$ cat src/design/dacp_pkg.sv
// Package for the distance and centering PID drive.
// Holds the field widths, the loop constants, the channel gains and the shared types.
// No dependencies.
package dacp_pkg;

	localparam int DistW    = 13;
	localparam int ProxW    = 12;
	localparam int TgtW     = 11;
	localparam int LimW     = 12;
	localparam int SpdW     = 16;
	localparam int GainW    = 12;
	localparam int FwdW     = 13;
	localparam int ChanOutW = 13;
	localparam int NChan    = 3;
	localparam int NProx    = 6;
	localparam int CfgIdxW  = 2;
	localparam int CfgDataW = 12;
	localparam int InDataW  = 88;
	localparam int OutDataW = 32;

	// distance loop, gains in Q.12
	localparam int DistKpQ12   = 50 * 4096;
	localparam int DistKiQ12   = 1188;
	localparam int DistIntMax  = 500;
	localparam int DistBand    = 5;
	// proximity channels
	localparam int ProxIntMax  = 100;
	localparam int ProxBand    = 15;

	localparam logic [GainW-1:0] KP_Q12 [NChan] = '{12'd410, 12'd2867, 12'd2458};
	localparam logic [GainW-1:0] KI_Q12 [NChan] = '{12'd205, 12'd123, 12'd287};
	localparam logic [GainW-1:0] KD_Q12 [NChan] = '{12'd287, 12'd164, 12'd123};

	localparam logic [TgtW-1:0] TARGET_RESET = 11'd100;
	localparam logic [LimW-1:0] LIMIT_RESET  = 12'd1100;

	typedef enum logic [CfgIdxW-1:0] {
		CFG_TARGET = 2'd0,
		CFG_LIMIT  = 2'd1
	} cfg_idx_t;

	typedef struct packed {
		logic [TgtW-1:0] target;
		logic [LimW-1:0] limit;
	} cfg_t;

	typedef struct packed {
		logic                        halt;
		logic [NProx-1:0][ProxW-1:0] prox;
		logic [DistW-1:0]            dist_mm;
	} item_t;

endpackage

$ cat src/design/dacp_fwd.sv
// Forward speed PI loop on distance minus target, with dead band, integral clamp
// and output saturation. Owns the distance integral. Depends on dacp_pkg.
module dacp_fwd (
	input  logic                          clk,
	input  logic                          arst_n,
	input  dacp_pkg::cfg_t                cfg,
	input  logic [dacp_pkg::DistW-1:0]    dist_mm,
	input  logic                          upd,
	output logic signed [dacp_pkg::FwdW-1:0] fwd
);
	import dacp_pkg::*;

	logic signed [9:0]  integ_q;
	logic signed [13:0] e;
	logic signed [14:0] s;
	logic               band;
	logic signed [31:0] acc;
	logic        [31:0] mag;
	logic signed [20:0] sp;
	logic signed [20:0] sat;
	logic        [13:0] lim3;
	logic signed [9:0]  integ_nxt;

	always_comb begin
		e    = $signed({1'b0, dist_mm}) - $signed({3'b000, cfg.target});
		band = (e > -14'(DistBand)) && (e < 14'(DistBand));
		s    = $signed({e[13], e}) + $signed({{5{integ_q[9]}}, integ_q});
		acc  = ($signed({{18{e[13]}}, e}) * 32'(DistKpQ12))
		     + ($signed({{17{s[14]}}, s}) * 32'(DistKiQ12));
		// truncate toward zero
		mag  = acc[31] ? 32'(-acc) : 32'(acc);
		sp   = acc[31] ? -$signed({1'b0, mag[31:12]}) : $signed({1'b0, mag[31:12]});
		lim3 = {1'b0, cfg.limit, 1'b0} + {2'b00, cfg.limit};
		sat  = $signed({9'd0, lim3[13:2]});
		if (band) begin
			fwd = '0;
		end else if (sp > sat) begin
			fwd = sat[FwdW-1:0];
		end else if (sp < -sat) begin
			fwd = FwdW'(-sat);
		end else begin
			fwd = sp[FwdW-1:0];
		end
		if (s > 15'(DistIntMax)) begin
			integ_nxt = 10'(DistIntMax);
		end else if (s < -15'(DistIntMax)) begin
			integ_nxt = -10'(DistIntMax);
		end else begin
			integ_nxt = s[9:0];
		end
	end

	always_ff @(posedge clk or negedge arst_n) begin
		if (!arst_n) begin
			integ_q <= '0;
		end else if (upd && !band) begin
			integ_q <= integ_nxt;
		end
	end

endmodule

$ cat config.mk
export PLATFORM = sky130hd
export DESIGN_NAME = dacp_fwd
export DESIGN_NICKNAME = d
export VERILOG_FILES = /design/src/design/dacp_pkg.sv /design/src/design/dacp_fwd.sv
export SDC_FILE = /design/constraint.sdc
export NUM_CORES = 1
export LEC_CHECK = 0
export ABC_AREA = 1
export BUFFER_PORTS_ARGS = -buffer_cell sky130_fd_sc_hd__buf_2
export CAP_MARGIN = 20
export CORE_ASPECT_RATIO = 1.5
export CORE_MARGIN = 2
export CORE_UTILIZATION = 70
export CTS_CLUSTER_SIZE = 20
export DETAILED_ROUTE_END_ITERATION = 7
export PLACE_DENSITY = 0.89
export SLEW_MARGIN = 15
export SYNTH_ARGS = -nofsm -noshare
export SYNTH_HDL_FRONTEND = slang
export SYNTH_SLANG_ARGS = --single-unit
$ cat constraint.sdc
create_clock -name clk -period 16.1 [get_ports clk]
set_clock_uncertainty 0.05 [all_clocks]
set_input_delay 0.805 -clock clk [delete_from_list [all_inputs] [get_ports clk]]
set_output_delay 0.805 -clock clk [all_outputs]
set_load 0.005 [all_outputs]
# Word-level counts from Yosys, hierarchy flattened
# Cells that the tools add are included.
# totals
regBits	10
in_bits	39
output_inout_bits	13
wordCells	26
# op_classes
addsub	7
n_mul	2
magnitude_cmp	6
mux	7
reduce_logical	3
# op_table
op	n
$mux 13	3
$add 32x27->32	1
$mux 32	1
$neg 32->32	1
$mul 15x10->25 const B	1
$gt 21x13->1	1
$lt 21x21->1	1
$mux 21	1
$neg 12->21	1
$neg 20->21	1
$mux 10	2
$mul 14x6->19 const B	1
$add 14x10->15	1
$gt 15x10->1 const B	1
$lt 15x10->1 const B	1
$add 13x12->14	1
$gt 14x4->1 const B	1
$lt 14x4->1 const B	1
$sub 13x11->14	1
$logic_and 1x1->1	2
$logic_not 1->1	1

# Depth between registers and ports, before layout
# Gate-level depths: netlist of run 1.
# depth
ltp_word	12
mapped_depth	85
depth_no_buf	85

# Least setup slack after synthesis of run 1
# OpenSTA, ideal clock, no wires.
# synth_path
kind	input port to output port
from	in dist_mm[0] (netlist name)
to	out fwd[1] (netlist name)
arrival_time_ps	10758
t_required_ps	15245
setup_slack_ps	4487
stages	78
path_buffers	2
path_cell_list	inv_1 -> ha_1 -> inv_1 -> fa_1 -> nand3_1 -> nand2_1 -> a21oi_1 -> o21bai_1 -> a21oi_1 -> o21bai_1 -> a21o_1 -> a21oi_1 -> o211ai_1 -> xor2_1 -> inv_1 -> ha_1 -> nand2_2 -> inv_1 -> [42 not listed] -> ha_1 -> a21oi_1 -> nor2_1 -> nor3_1 -> nand3_1 -> nand4_1 -> and3_1 -> inv_1 -> nand2_1 -> nand3_1 -> nand2_1 -> nand2_1 -> nand2_1 -> nand2_2 -> buf_6 -> a21oi_1 -> nor2_1 -> nor2_1
# synth_between
elab_chain_len	12
elab_cells_between_ends	17
classes_between	5 x add/sub; 2 x mul; 4 x order compare; 5 x mux; 1 x reduce/logical
# synth_rtl
element	line	rtl
from (decl)	dacp_fwd.sv:7	input logic [dacp_pkg::DistW-1:0] dist_mm,
$sub 13x11->14 (*)	dacp_fwd.sv:25	e = $signed({1'b0, dist_mm}) - $signed({3'b000, cfg.target});
$add 14x10->15	dacp_fwd.sv:27	s = $signed({e[13], e}) + $signed({{5{integ_q[9]}}, integ_q});
$mul 15x10->25	dacp_fwd.sv:29	+ ($signed({{17{s[14]}}, s}) * 32'(DistKiQ12));
$add 32x27->32	dacp_fwd.sv:29	
$neg 32->32	dacp_fwd.sv:31	mag = acc[31] ? 32'(-acc) : 32'(acc);
$mux 32	dacp_fwd.sv:31	
$neg 20->21	dacp_fwd.sv:32	sp = acc[31] ? -$signed({1'b0, mag[31:12]}) : $signed({1'b0, mag[31:12]});
$mux 21	dacp_fwd.sv:32	
$lt 21x21->1	dacp_fwd.sv:39	end else if (sp < -sat) begin
$mux 13	dacp_fwd.sv:39	
$mux 13	dacp_fwd.sv:37	end else if (sp > sat) begin
$mux 13 (*)	dacp_fwd.sv:35	if (band) begin
to (decl)	dacp_fwd.sv:9	output logic signed [dacp_pkg::FwdW-1:0] fwd
# Mark *: on every way between the ends. The rest lies on a longest branch, timed or not.

# Worst setup path after layout of run 1
# layout_path
from	in dist_mm[0] (netlist name)
to	out fwd[0] (netlist name)
# Same word-level chain as after synthesis.

==> reports/results.txt, run 1 <==
Post-CTS Hold Buffers - 0
DRT Pass-1 Iters - 5
Fin crit share - 87.1%
Final WL - 27400 µm
Crit path kind - in2out
Slowest-stage cell, CP - fa_1
# resized after CTS - 0
DRC viols - 0
Worst Setup End Kind - output pin
Synth warnings - 0
Status - finished, final reports clean
Clock transition at path regs - 0.04 ns
Critical Path AT - 13.17 ns
Clock Tree Root - clkbuf_16
CTS tree - built
# clock sinks - 10
Gp weighted congestion - 0.966
TritonCTS Buffers - 3
N_diodes - 0
Cell family with most CP delay - simple AND/OR/NAND/NOR gates
Hold slack - 0.376 ns
Syn_area_per_cell - 6.09 µm²
Endpoints failing setup - 0
CORE AREA - 0.0145 mm²
Largest register FFs - 10
# port buffers - 51
Wire per inst - 14.2 µm
Syn Nets - 1962
Synth-to-Final Area Change - 4.73%
GRT overflow - 0
Vias after detailed routing - 10.9k
Critical Path Start - dist_mm[0]
Die area - 0.0157 mm²
Yosys reg bits - 10
Final HPWL DP - 23500 µm
Post-synth EDFFs - 0
TNS Setup - 0 ns
Setup ws final - 2.07 ns
Starting Density - 71.0%
Pins Over Slew Limit - 0
# rows - 54
Chip width - 103 µm
Clock Tree Buf Depth - 2
Largest net degree at the start of global routing - 53
Biggest register - integ_q
I/O pins - 52
Buffers plus inverters on the worst setup path - 13
Initial antenna violation count - 0
CP max stage delay - 0.49 ns
Overall Global Routing Usage - 35.5%
Worst-Margin Slew - 0.861 ns
Setup Buffers After CTS - 0
Setup WS pre-CTS - 2.17 ns
Worst min-delay path category - in2async
Global-route wire length before repair - 45500 µm
Max_slew headroom - 42.4%
Count of distinct cell types in the synthesized netlist - 49
CP required - 15.24 ns
R2r startpoint - integ_q[2]
Layout filler cell count - 1266
Worst path most repeated cell - nand2_1
Syn Inst Count - 1684
Maximum fanout along the worst path - 52
Biggest regs - integ_q x10
Total of max-cap violations - 0
Vias per cell - 5.65
Post-route ant nets - 0
Nets - 2004
Layout cells sized above 1 - 5.62%
Seq/Total Area, Yosys - 2.44%
Cell area after synthesis - 0.0103 mm²
Ys async rst share - 100%
RSZ-0062 raised after global routing - false
Clock latency on the worst-skew pair - 0.24 ns
Min Clock Period, post-route - 14.03 ns
Fmax - 0.0713 GHz
Endpoints failing hold - 0
Htree depth - 1
Die height - 152 µm
Vias in the first global route - 10.8k
Worst Setup Start Kind - primary input
Synth Flop Type - dfrtp_1
Initial DRC count - 507
## Yosys cell counts (all sizes together) (13+ instances only)
cell type | number | area [µm²]
a21oi | 96 | 480
fa | 41 | 821
ha | 198 | 2480
inv | 333 | 1250
nand2 | 466 | 1810
nand3 | 134 | 706
nand4 | 42 | 278
nor2 | 145 | 574
nor3 | 13 | 70.1
o21ai | 44 | 224
o21bai | 13 | 97.6
xnor2 | 26 | 228
xor2 | 68 | 603
## cell families (layout without fill, tap and decap cells)
group | Yosys count | in the layout | share of synthesized area, %
other | 1 | 1 | 0.0365
buffers and inverters | 347 | 388 | 13.2
XOR/XNOR | 94 | 94 | 8.10
AND/OR/NAND/NOR | 818 | 818 | 34.7
adder cells (fa/ha/maj) | 239 | 239 | 32.1
AO/OA/AOI/OAI | 175 | 175 | 9.41
flip-flops | 10 | 10 | 2.44
## final timing paths
kind,to,slack [ns],depth (start not counted)
max reg2reg,integ_q[2],12.02,20
max,fwd[0],2.07,79
min,integ_q[6],0.38,1
min reg2reg,integ_q[4],0.45,2
max in group asynchronous,integ_q[3],15.43,1
min in group clk,integ_q[4],0.45,2
## cells in the final DEF (no fill, tap or decap), types with 3 or more instances in the layout
cell       instances
nand3b_1           5
o211ai_1           3
xor2_1            67
nor3_1            12
o21bai_1          13
buf_2             51
nand3_1          127
and2_1             3
dfrtp_1           10
o21ai_1            9
inv_1            332
a21oi_1           96
fa_1              41
nand4_1           41
nand2_1          448
nand3_2            7
clkbuf_16          3
nor2_1           137
nand2_2           15
a31oi_1            4
nand2_4            3
o21ai_0           34
xnor2_1           26
a21o_1             5
nor2_2             6
ha_1             198
## final cells by class
type | count | area [µm²] | share of cell area [%]
well taps | 196 | 245 | 2.28
clock buffers | 4 | 88.8 | 0.827
multi-input cells | 1327 | 8660 | 80.6
repair buffers | 51 | 255 | 2.38
flip-flops and latches | 10 | 250 | 2.33
inverters | 333 | 1250 | 11.6
## metal layers
metal	wire length, µm	part of all wire, %	global-route usage [%]
met3	1010	3.7	4.08
met4	2460	9.0	26.3
met2	14200	52	66.9
met1	9700	35	33.4
met5	0	0	0
## stage by stage
step,util [%],std cells,area (µm²)
final,74.3,1921,10700
after global routing,74.3,1921,10700
after CTS,74.3,1921,10700
after detailed placement,73.7,1917,10700
after global placement,73.7,1917,10700
after floorplan,-,1684,10300
Power of run 1 is left out: the tool's default activity adds up to more than one toggle a clock period on the data nets, which glitch-free logic cannot reach.
==> inputs of run 2 (changes only) <==
--- a/config.mk
+++ b/config.mk
@@ -10,10 +10,10 @@
 export CAP_MARGIN = 20
 export CORE_ASPECT_RATIO = 1.5
 export CORE_MARGIN = 2
-export CORE_UTILIZATION = 70
+export CORE_UTILIZATION = 66
 export CTS_CLUSTER_SIZE = 20
 export DETAILED_ROUTE_END_ITERATION = 7
-export PLACE_DENSITY = 0.89
+export PLACE_DENSITY = 0.86
 export SLEW_MARGIN = 15
 export SYNTH_ARGS = -nofsm -noshare
 export SYNTH_HDL_FRONTEND = slang
==> constraint.sdc (replaced) <==
create_clock -name clk -period 15.8 [get_ports clk]
set_clock_uncertainty 0.05 [all_clocks]
set_input_delay 0.79 -clock clk [delete_from_list [all_inputs] [get_ports clk]]
set_output_delay 0.79 -clock clk [all_outputs]
set_load 0.005 [all_outputs]
==> reports/results.txt, run 2 (synthesis results as in run 1) <==
Status - finished, final reports clean
Fin crit share - 88.9%
Biggest register - integ_q
Most frequent cells in the layout - 448 x nand2_1, 332 x inv_1, 198 x ha_1, 137 x nor2_1, 127 x nand3_1
Vias after detailed routing - 10.8k
Setup Buffers After CTS - 0
Initial DRC count - 620
Post-CTS Hold Buffers - 0
Endpoints failing hold - 0
DRT Pass-1 Iters - 7
Crit path kind - in2out
Slowest-stage cell, CP - fa_1
Nets - 2004
GRT overflow - 0
Layout filler cell count - 1381
N_diodes - 0
FF+latch area - 250 µm²
Maximum fanout along the worst path - 52
Clock latency on the worst-skew pair - 0.24 ns
Final WL - 27100 µm
Pins Over Slew Limit - 0
Chip width - 106 µm
Starting Density - 67.8%
R2R setup slack - 11.72 ns
Most common cell after layout, fill and taps aside - nand2_1
Wire per inst - 14.1 µm
Area of the multi-input gates - 0.00866 mm²
# rows - 55
Largest register FFs - 10
TritonCTS Buffers - 3
Setup WS pre-CTS - 1.87 ns
Vias in the first global route - 10.8k
Fmax - 0.0712 GHz
Worst Setup Start Kind - primary input
Worst path most repeated cell - nand2_1
Layout cells sized above 1 - 5.62%
Final HPWL DP - 23700 µm
Critical Path AT - 13.20 ns
RSZ-0062 raised after global routing - false
Critical Path Start - dist_mm[0]
Initial antenna violation count - 0
Die area - 0.0166 mm²
R2r startpoint - integ_q[2]
Gp weighted congestion - 1.00
CP max stage delay - 0.50 ns
Clock Tree Root - clkbuf_16
Vias per cell - 5.63
Worst-Margin Slew - 0.825 ns
DRC viols - 0
# resized after CTS - 0
Synth-to-Final Area Change - 4.77%
TNS Setup - 0 ns
CORE AREA - 0.0151 mm²
Htree depth - 1
Setup ws final - 1.76 ns
I/O pins - 52
Clock Tree Buf Depth - 2
Clock transition at path regs - 0.04 ns
Worst min-delay path category - in2async
Post-route ant nets - 0
Max_slew headroom - 44.8%
Min Clock Period, post-route - 14.04 ns
Worst Setup End Kind - output pin
Biggest regs - integ_q x10
# port buffers - 51
CP required - 14.96 ns
Global-route wire length before repair - 45700 µm
Die height - 157 µm
# clock sinks - 10
Largest net degree at the start of global routing - 53
CTS tree - built
Total of max-cap violations - 0
Endpoints failing setup - 0
Overall Global Routing Usage - 33.3%
==> run 2: final timing paths <==
check,depth (start not counted),to
min,1,integ_q[6]
min in group clk,2,integ_q[7]
max in group asynchronous,1,integ_q[4]
max reg2reg,20,integ_q[2]
max,84,fwd[10]
min reg2reg,2,integ_q[7]
==> run 2: layer usage <==
metal | track usage [%] | wire, µm | up-vias
met2 | 66.4 | 14100 | 347
met5 | 0 | 0 | -
met3 | 3.37 | 1030 | 159
met1 | 30.1 | 9490 | 4882
met4 | 25.1 | 2450 | 0
li1 | - | - | 5447
==> run 2: stage by stage <==
stage          utilization (%)  cell area, µm²  std cells  hold slack (ns)
2_1_floorplan                -           10300       1684            0.405
3_3_place_gp              70.4           10700       1920            0.433
3_5_place_dp              70.4           10700       1920            0.435
4_1_cts                   71.0           10800       1924            0.356
5_1_grt                   71.0           10800       1924            0.365
6_report                  71.0           10800       1924            0.351
==> run 2: critical path, delay by kind of cell <==
kind                       cells  cell delay [ns]
AOI/OAI and AO/OA             11             1.81
buffers and inverters         13             1.11
adders and majority gates     10             3.35
xor gates and xnor gates       3             0.73
and+or+nand+nor               47             5.35
==> run 2: area by class of cell <==
| type | instances | share of cell area, % |
|---|---|---|
| Inverter | 333 | 11.6 |
| Tap cell | 199 | 2.32 |
| Clock buffer | 4 | 0.826 |
| Sequential cell | 10 | 2.33 |
| Timing Repair Buffer | 51 | 2.37 |
| Multi-Input combinational cell | 1327 | 80.5 |
Power of run 2 is left out for the same reason.
