$ cat src/design/dacp_pkg.sv
// Package for the distance and centering PID drive.
// Holds the field widths, the loop constants, the channel gains and the shared types.
// No dependencies.
package dacp_pkg;

	localparam int DistW    = 13;
	localparam int ProxW    = 12;
	localparam int TgtW     = 11;
	localparam int LimW     = 12;
	localparam int SpdW     = 16;
	localparam int GainW    = 12;
	localparam int FwdW     = 13;
	localparam int ChanOutW = 13;
	localparam int NChan    = 3;
	localparam int NProx    = 6;
	localparam int CfgIdxW  = 2;
	localparam int CfgDataW = 12;
	localparam int InDataW  = 88;
	localparam int OutDataW = 32;

	// distance loop, gains in Q.12
	localparam int DistKpQ12   = 50 * 4096;
	localparam int DistKiQ12   = 1188;
	localparam int DistIntMax  = 500;
	localparam int DistBand    = 5;
	// proximity channels
	localparam int ProxIntMax  = 100;
	localparam int ProxBand    = 15;

	localparam logic [GainW-1:0] KP_Q12 [NChan] = '{12'd410, 12'd2867, 12'd2458};
	localparam logic [GainW-1:0] KI_Q12 [NChan] = '{12'd205, 12'd123, 12'd287};
	localparam logic [GainW-1:0] KD_Q12 [NChan] = '{12'd287, 12'd164, 12'd123};

	localparam logic [TgtW-1:0] TARGET_RESET = 11'd100;
	localparam logic [LimW-1:0] LIMIT_RESET  = 12'd1100;

	typedef enum logic [CfgIdxW-1:0] {
		CFG_TARGET = 2'd0,
		CFG_LIMIT  = 2'd1
	} cfg_idx_t;

	typedef struct packed {
		logic [TgtW-1:0] target;
		logic [LimW-1:0] limit;
	} cfg_t;

	typedef struct packed {
		logic                        halt;
		logic [NProx-1:0][ProxW-1:0] prox;
		logic [DistW-1:0]            dist_mm;
	} item_t;

endpackage

$ cat src/design/dacp_chan.sv
// One proximity PID channel: difference, clamped integral, noise band and
// derivative on its own previous error. Depends on dacp_pkg.
module dacp_chan (
	input  logic                               clk,
	input  logic                               arst_n,
	input  logic [dacp_pkg::ProxW-1:0]         a,
	input  logic [dacp_pkg::ProxW-1:0]         b,
	input  logic [dacp_pkg::GainW-1:0]         kp,
	input  logic [dacp_pkg::GainW-1:0]         ki,
	input  logic [dacp_pkg::GainW-1:0]         kd,
	input  logic                               upd,
	output logic signed [dacp_pkg::ChanOutW-1:0] y
);
	import dacp_pkg::*;

	logic signed [7:0]  integ_q;
	logic signed [12:0] prev_q;
	logic signed [12:0] d;
	logic signed [13:0] isum;
	logic signed [7:0]  integ_nxt;
	logic signed [12:0] dn;
	logic signed [13:0] diff;
	logic signed [25:0] acc;
	logic        [25:0] mag;

	always_comb begin
		d    = $signed({1'b0, a}) - $signed({1'b0, b});
		isum = $signed({d[12], d}) + $signed({{6{integ_q[7]}}, integ_q});
		if (isum > 14'(ProxIntMax)) begin
			integ_nxt = 8'(ProxIntMax);
		end else if (isum < -14'(ProxIntMax)) begin
			integ_nxt = -8'(ProxIntMax);
		end else begin
			integ_nxt = isum[7:0];
		end
		// noise band applies after the integration
		dn   = ((d > -13'(ProxBand)) && (d < 13'(ProxBand))) ? '0 : d;
		diff = $signed({dn[12], dn}) - $signed({prev_q[12], prev_q});
		acc  = ($signed({{13{dn[12]}}, dn}) * $signed({14'd0, kp}))
		     + ($signed({{18{integ_nxt[7]}}, integ_nxt}) * $signed({14'd0, ki}))
		     + ($signed({{12{diff[13]}}, diff}) * $signed({14'd0, kd}));
		mag  = acc[25] ? 26'(-acc) : 26'(acc);
		y    = acc[25] ? -$signed(mag[24:12]) : $signed(mag[24:12]);
	end

	always_ff @(posedge clk or negedge arst_n) begin
		if (!arst_n) begin
			integ_q <= '0;
			prev_q  <= '0;
		end else if (upd) begin
			integ_q <= integ_nxt;
			prev_q  <= dn;
		end
	end

endmodule

$ cat config.mk
export PLATFORM = sky130hd
export DESIGN_NAME = dacp_chan
export DESIGN_NICKNAME = d
export VERILOG_FILES = /design/src/design/dacp_pkg.sv /design/src/design/dacp_chan.sv
export SDC_FILE = /design/constraint.sdc
export NUM_CORES = 1
export LEC_CHECK = 0
export BUFFER_PORTS_ARGS = -buffer_cell sky130_fd_sc_hd__buf_2
export CAP_MARGIN = 5
export CORE_MARGIN = 2
export CORE_UTILIZATION = 65
export CTS_BUF_LIST = sky130_fd_sc_hd__clkbuf_8
export DETAILED_ROUTE_END_ITERATION = 8
export PLACE_DENSITY = 0.83
export SLEW_MARGIN = 20
export SYNTH_ARGS = -nofsm -noshare
export SYNTH_HDL_FRONTEND = slang
export SYNTH_SLANG_ARGS = --single-unit
$ cat constraint.sdc
create_clock -name clk -period 42.4 [get_ports clk]
set_input_delay 6.36 -clock clk [delete_from_list [all_inputs] [get_ports clk]]
set_output_delay 6.36 -clock clk [all_outputs]
set_load 0.02 [all_outputs]
== After elaboration in Yosys (flattened, before gate mapping) ==
Index checks and enable logic that the tools add are counted.

* Register bits: 21
* Output and inout port bits: 13
* Word-level logic and storage cells: 22

* $add $sub $neg: 7
* Multiply operators: 3
* Magnitude comparators: 4
* Mux-type cells: 5
* Reductions and logical operators: 1

{| class="wikitable"
|+ Operators by type and width
! cell !! count
|-
| adder 26 x 21 -> 26 bit || 1
|-
| adder 26 bit || 1
|-
| multiplier 13 x 13 -> 26 bit || 1
|-
| multiplier 14 x 13 -> 26 bit || 1
|-
| two-way mux 13 bit || 2
|-
| two-way mux 25 bit || 1
|-
| negator 25 bit || 1
|-
| multiplier 8 x 13 -> 21 bit || 1
|-
| two-way mux 8 bit || 2
|-
| adder 13 x 8 -> 14 bit || 1
|-
| greater-than comparator 14 x 8 -> 1 bit, second input constant || 1
|-
| < comparator 14 x 8 -> 1 bit, second input constant || 1
|-
| subtractor 13 x 13 -> 14 bit || 1
|-
| greater-than comparator 13 x 5 -> 1 bit, second input constant || 1
|-
| < comparator 13 x 5 -> 1 bit, second input constant || 1
|-
| negator 13 bit || 1
|-
| subtractor 12 x 12 -> 13 bit || 1
|-
| logical AND 1 bit || 1
|}

== Logic depth before layout (Yosys ltp) ==
Gate-level depths: netlist of run 1.

* Depth in word-level cells: 12
* Mapped depth: 66

== Worst setup path before layout of run 1 ==
OpenSTA, ideal clock, no wires.

* Path type: input to output
* Start point: input a[0] in the netlist's numbering
* End point: output y[12] in the netlist's numbering
* Arrival: 20.045 ns
* Data required time: 36.040 ns
* Setup slack: 15.995 ns
* Cell stages on the path: 61
* Buffers on the path: 4
* Cells stage by stage: inv_1 -> ha_1 -> fa_1 -> nor2b_1 -> o21ai_0 -> a21oi_1 -> o21ai_0 -> a21boi_0 -> o21ai_0 -> nor4b_1 -> a311oi_1 -> nand4_1 -> nor4_1 -> nor3_1 -> buf_1 -> inv_1 -> ha_1 -> inv_1 -> (+25 left out) -> ha_1 -> clkbuf_1 -> a21oi_1 -> nand2_1 -> a221oi_2 -> a211oi_1 -> o211a_1 -> a211o_1 -> and2_1 -> clkbuf_1 -> a21oi_1 -> xnor2_1 -> ha_1 -> inv_1 -> a221o_1 -> or4_1 -> a21oi_1 -> xnor2_1

* Cells in the longest elaborated chain, start to end: 12

{| class="wikitable"
|+ Ends and longest elaborated chain
! item !! RTL line !! source
|-
| start: declaration || dacp_chan.sv:6 || <nowiki>input logic [dacp_pkg::ProxW-1:0] a,</nowiki>
|-
| subtractor 12 x 12 -> 13 bit (*) || dacp_chan.sv:27 || <nowiki>d = $signed({1'b0, a}) - $signed({1'b0, b});</nowiki>
|-
| adder 13 x 8 -> 14 bit || dacp_chan.sv:28 || <nowiki>isum = $signed({d[12], d}) + $signed({{6{integ_q[7]}}, integ_q});</nowiki>
|-
| < comparator 14 x 8 -> 1 bit || dacp_chan.sv:31 || <nowiki>end else if (isum < -14'(ProxIntMax)) begin</nowiki>
|-
| two-way mux 8 bit || dacp_chan.sv:31 ||
|-
| two-way mux 8 bit || dacp_chan.sv:29 || <nowiki>if (isum > 14'(ProxIntMax)) begin</nowiki>
|-
| multiplier 8 x 13 -> 21 bit || dacp_chan.sv:40 || <nowiki>+ ($signed({{18{integ_nxt[7]}}, integ_nxt}) * $signed({14'd0, ki}))</nowiki>
|-
| adder 26 x 21 -> 26 bit || dacp_chan.sv:40 ||
|-
| adder 26 bit (*) || dacp_chan.sv:41 || <nowiki>+ ($signed({{12{diff[13]}}, diff}) * $signed({14'd0, kd}));</nowiki>
|-
| negator 25 bit || dacp_chan.sv:42 || <nowiki>mag = acc[25] ? 26'(-acc) : 26'(acc);</nowiki>
|-
| two-way mux 25 bit || dacp_chan.sv:42 ||
|-
| negator 13 bit || dacp_chan.sv:43 || <nowiki>y = acc[25] ? -$signed(mag[24:12]) : $signed(mag[24:12]);</nowiki>
|-
| two-way mux 13 bit (*) || dacp_chan.sv:43 ||
|-
| end: declaration || dacp_chan.sv:12 || <nowiki>output logic signed [dacp_pkg::ChanOutW-1:0] y</nowiki>
|}

Every way passes the cells marked *; elsewhere a longest branch is shown, timed or not.

== Worst setup path after layout of run 1 ==
Same ends and word-level chain as after synthesis.

==> results.json, run 1 <==
{
  "syn_nets": 2978,
  "clk_path_buf_depth": 2,
  "detail-route-antenna-nets": 0,
  "final_net_count": 2995,
  "synth_top_area_share": 0.4509,
  "dieArea_sq_um": 32300,
  "dp_hpwl_mm": 43.04,
  "cp_slowest_cell": "nor4_2",
  "cts-root-buf": "clkbuf_8",
  "finalSetupTns_ps": 0,
  "synth_cell_types": 71,
  "finalCriticalPeriod_ps": 28290,
  "cp-end-kind": "primary output",
  "drv_slew": 0,
  "area_growth_pct": 3.984,
  "setup_viol": 0,
  "tritoncts.num_buffers": 3,
  "avgSynthCellArea_sq_um": 8.848,
  "dieHeight_um": 179.7,
  "die_w_um": 179.7,
  "vias": 15436,
  "yosysMostFrequentCell": "inv_1",
  "r2r_cells": 15,
  "overflow": 0,
  "drv_cap": 0,
  "yosys-top-cells-count": "580 x inv_1, 452 x fa_1, 229 x nand2_1, 195 x ha_1, 172 x and2_1",
  "skew_ps": 0.6014,
  "synth_area_sq_um": 20070,
  "synth-edff-count": 0,
  "start_util": 0.6578,
  "ys.flop_type": "dfrtp_1",
  "wl_per_cell_um": 18.57,
  "ys_top_cells_by_area": "fa_1 45%, ha_1 12%, inv_1 11%, and2_1 5.4%, nand2_1 4.3%",
  "yosysWarnings": 0,
  "clk_latency_ps": 280,
  "drtIter0Drc": 1057,
  "synthArstFlopShare": 1.000,
  "grt_util_all_layers": 0.3229,
  "core-area_sq_um": 30510,
  "grt_pass1_wl_mm": 83.53,
  "first_pass_iters": 6,
  "slew_headroom": 0.2438,
  "cts_tree": "done",
  "ios": 76,
  "cts.sinks": 21,
  "min_period_over_period": 0.6672,
  "crit_fanout": 14,
  "grt_pass1_vias": 16503,
  "htreeDepth": 1,
  "io_buffers": 75,
  "cts_hold_buf": 0,
  "drc_errors": 0,
  "rows": 64,
  "worstSetupPathType": "in2out",
  "holdCritPathClass": "reg2reg",
  "gp_congestion": 0.9649,
  "netlist_instances": 2268,
  "status": "finished clean",
  "worstMarginPinSlew_ps": 1126,
  "yosysTopAreaCell": "fa_1",
  "slowest_delay_ps": 650,
  "crit_path_start_kind": "input pin",
  "antenna_found_initial": 1,
  "diodes": 0,
  "hold_viol": 0,
  "wirelength_mm": 49.76,
  "fmax_mhz": 35.35,
  "cp.required_ps": 36040,
  "drive_above_1_share": 0.06392,
  "ys_seq_area_frac": 0.02619,
  "rsz0062_at_grt": "no",
  "min_path_cells": 1,
  "grt_max_degree": 25,
  "viasPerCell": 5.760,
  "synth-seq-cells": 21,
  "cp_common_cell": "fa_1",
  "post_cts_buffers": 0,
  "path_clk_slew_ps": 80,
  "crit_arrival_ps": 21930,
  "post_cts_resized": 0
}
## worst max-delay path, delay by kind of cell
| kind | cells | cell delay, ps |
|---|---|---|
| adder cells (fa/ha/maj) | 14 | 5920 |
| AND/OR/NAND/NOR | 9 | 2420 |
| buffers and inverters | 10 | 870 |
| AO/OA/AOI/OAI | 24 | 5530 |
| XOR/XNOR | 3 | 810 |
## routing by layer
| layer | track usage | vias up | wire length [um] |
|---|---|---|---|
| met4 | 0.1756 | 0 | 3432 |
| met2 | 0.5490 | 636 | 24650 |
| met5 | 0 | - | 0 |
| li1 | - | 6908 | - |
| met1 | 0.4022 | 7707 | 18260 |
| met3 | 0.04275 | 185 | 3420 |
## registers in the layout, summed over array words and instances (netlist names)
register,count
prev_q,13
integ_q,8
## final timing paths
kind | end | slack [ps] | start
max | y[12] | 14110 | a[0]
min | integ_q[4]$_DFFE_PN0P_ | 520 | integ_q[4]$_DFFE_PN0P_
max reg2reg | integ_q[4]$_DFFE_PN0P_ | 37820 | integ_q[0]$_DFFE_PN0P_
min reg2reg | integ_q[4]$_DFFE_PN0P_ | 520 | integ_q[4]$_DFFE_PN0P_
max in group asynchronous | integ_q[4]$_DFFE_PN0P_ | 35990 | arst_n
min in group asynchronous | prev_q[2]$_DFFE_PN0P_ | 6050 | arst_n
## area by class of cell
cell class,count,area [sq um]
repair buffers,93,510.5
well taps,396,495.5
multi-input cells,1586,17110
flip-flops and latches,21,525.5
fillers,2351,9642
inverters,580,2177
clock inverters,1,7.507
clock buffers,3,41.29
## through the flow
step	instance area [sq um]	hold slack (ps)	cells	util	setup WS [ps]
floorplan	20070	477.6	2268	-	15990
global placement	20770	489.2	2676	0.6809	14840
detailed placement	20770	498.3	2676	0.6809	14200
CTS	20820	521.4	2680	0.6825	14090
global route	20870	532.1	2680	0.6840	13000
finish	20870	521.6	2680	0.6840	14110
## kinds of logic (layout without fill, tap and decap cells)
group           count (synthesis)  in the layout  share of synthesized area
buf+inv                       661            677                     0.1240
fa+ha+maj                     647            647                     0.5725
simple gates                  646            646                     0.1653
compound gates                207            207                    0.07089
xor+xnor                       62             62                    0.02774
mux                            24             24                    0.01334
flops                          21             21                    0.02619
## placed cells by master, fill, tap and decap left out, drive strengths merged, types with 4 or more instances in the layout
master,synthesis,routed
nor4b,7,7
or2,11,11
nand2,229,229
a2111oi,4,4
fa,452,452
o21a,14,14
mux2,22,22
xnor2,43,43
ha,195,195
nand3,33,33
buf,6,93
dfrtp,21,21
a211o,8,8
a21boi,13,13
a21o,11,11
and2,172,172
nor3,39,39
nand4,6,6
o22ai,7,7
o311ai,5,5
o21ai,46,46
nand2b,10,10
o211ai,12,12
or4,5,5
nor2b,31,31
nor3b,4,4
nor4,11,11
a31oi,4,4
nor2,64,64
and3,9,9
a21oi,39,39
inv,580,580
a311oi,9,9
xor2,18,18
a211oi,13,13
or3,7,7
Power of run 1 is not shown: default switching activity piles up to over one toggle a cycle in this logic, so the estimate is an artifact.
==> inputs of run 2 (changes only) <==
- clock period: 42.4 -> 26.9 ns (I/O delays scaled with it)
==> results.json, run 2 (same netlist as run 1, synthesis figures left out) <==
{
  "status": "finished clean",
  "largest_register": "prev_q",
  "fin_ws_ps": 3318,
  "crit_arrival_ps": 19550,
  "finalCriticalPeriod_ps": 23580,
  "grt_util_all_layers": 0.3284,
  "core-area_sq_um": 30510,
  "grt_pass1_vias": 16954,
  "detail-route-antenna-nets": 0,
  "nFillCells": 2370,
  "clk_latency_ps": 280,
  "rsz0062_at_grt": "no",
  "crit_end": "y[12]",
  "area_growth_pct": 3.984,
  "start_util": 0.6578,
  "clk_path_buf_depth": 2,
  "r2r-start": "integ_q[0]$_DFFE_PN0P_",
  "worstSetupPathType": "in2out",
  "dp_hpwl_mm": 43.66,
  "ios": 76,
  "drv_cap": 0,
  "vias": 15587,
  "cp_slowest_cell": "nor4_2",
  "crit_path_start": "a[0]",
  "cp_common_cell": "fa_1",
  "dieArea_sq_um": 32300,
  "finalNonFillerCells": 2681,
  "min_period_over_period": 0.8767,
  "path_clk_slew_ps": 90,
  "fmax_mhz": 42.41,
  "overflow": 0,
  "pre_cts_ws_ps": 3324,
  "viasPerCell": 5.814,
  "slew_headroom": 0.3034,
  "cts_hold_buf": 0,
  "layout_commonest_cell": "inv_1",
  "gp_congestion": 0.9707,
  "die_w_um": 179.7,
  "drive_above_1_share": 0.06392,
  "dieHeight_um": 179.7,
  "post_cts_resized": 0,
  "drc_errors": 0,
  "final_net_count": 2995,
  "grt_max_degree": 25,
  "rows": 64,
  "r2r_end": "integ_q[4]$_DFFE_PN0P_",
  "setup_viol": 0,
  "ff2ff_setup_slack_ps": 22490,
  "htreeDepth": 1,
  "drv_slew": 0,
  "first_pass_iters": 5,
  "top_regs": "prev_q: 13 flops, integ_q: 8 flops",
  "cts_tree": "done",
  "finalSetupTns_ps": 0,
  "cp.required_ps": 22860,
  "final_cell_mix": "580 x inv_1, 452 x fa_1, 229 x nand2_1",
  "skew_ps": 0.7160,
  "r2r_cells": 15,
  "hold_viol": 0,
  "antenna_found_initial": 0,
  "worstMarginPinSlew_ps": 1037,
  "grt_pass1_wl_mm": 84.65,
  "largest_reg_flops": 13,
  "io_buffers": 75,
  "slowest_delay_ps": 630,
  "post_cts_buffers": 0,
  "tritoncts.num_buffers": 3,
  "crit_path_start_kind": "input pin",
  "crit_fanout": 14,
  "cp-end-kind": "primary output",
  "cts.sinks": 21,
  "cts-root-buf": "clkbuf_8",
  "drtIter0Drc": 1065,
  "holdCritPathClass": "reg2reg",
  "place_inst": 2676,
  "wl_per_cell_um": 18.91,
  "wirelength_mm": 50.71
}
run 2: cell count changes in the layout (fill, tap and decap cells not counted), sizes merged:
cell / delta
clkinvlp: -1
clkinv: +1
diode: +1
run 2: stage by stage:
stage,cell area [sq um],hold WS [ps],utilization
2_1_floorplan,20070,477.6,-
3_3_place_gp,20770,489.3,0.6809
3_5_place_dp,20770,497.8,0.6809
4_1_cts,20820,521.1,0.6824
5_1_grt,20870,533.6,0.6839
6_report,20870,521.7,0.6840
run 2: worst min path at each step:
stage	cells past startpoint	from	endpoint	slack, ps
after detailed placement	1	prev_q[12]$_DFFE_PN0P_	prev_q[12]$_DFFE_PN0P_	500
final	1	prev_q[6]$_DFFE_PN0P_	prev_q[6]$_DFFE_PN0P_	520
after floorplan	1	integ_q[2]$_DFFE_PN0P_	integ_q[2]$_DFFE_PN0P_	480
after global routing	1	prev_q[6]$_DFFE_PN0P_	prev_q[6]$_DFFE_PN0P_	530
after global placement	1	prev_q[7]$_DFFE_PN0P_	prev_q[7]$_DFFE_PN0P_	490
after CTS	1	prev_q[6]$_DFFE_PN0P_	prev_q[6]$_DFFE_PN0P_	520
run 2: worst max-delay path, delay by kind of cell:
kind | cells | cell delay (ps)
and+or+nand+nor | 9 | 2440
AOI/OAI and AO/OA | 24 | 5470
xor gates and xnor gates | 3 | 810
buffers and inverters | 10 | 860
adders and majority gates | 14 | 5900
run 2: final cells by class:
class,count,area (sq um),area share
Multi-Input combinational cell,1586,17110,0.8199
Tap cell,396,495.5,0.02374
Timing Repair Buffer,93,510.5,0.02446
Clock inverter,1,5.005,0.0002398
Clock buffer,3,41.29,0.001979
Inverter,580,2177,0.1043
Sequential cell,21,525.5,0.02518
Antenna cell,1,2.502,0.0001199
run 2: metal layers:
layer | track usage | routed length [um] | vias to the layer above
met4 | 0.1655 | 3224 | 0
li1 | - | - | 6907
met1 | 0.4038 | 18380 | 7799
met3 | 0.04437 | 3654 | 190
met2 | 0.5698 | 25460 | 691
met5 | 0 | 0 | -
Power of run 2 is left out for the same reason.
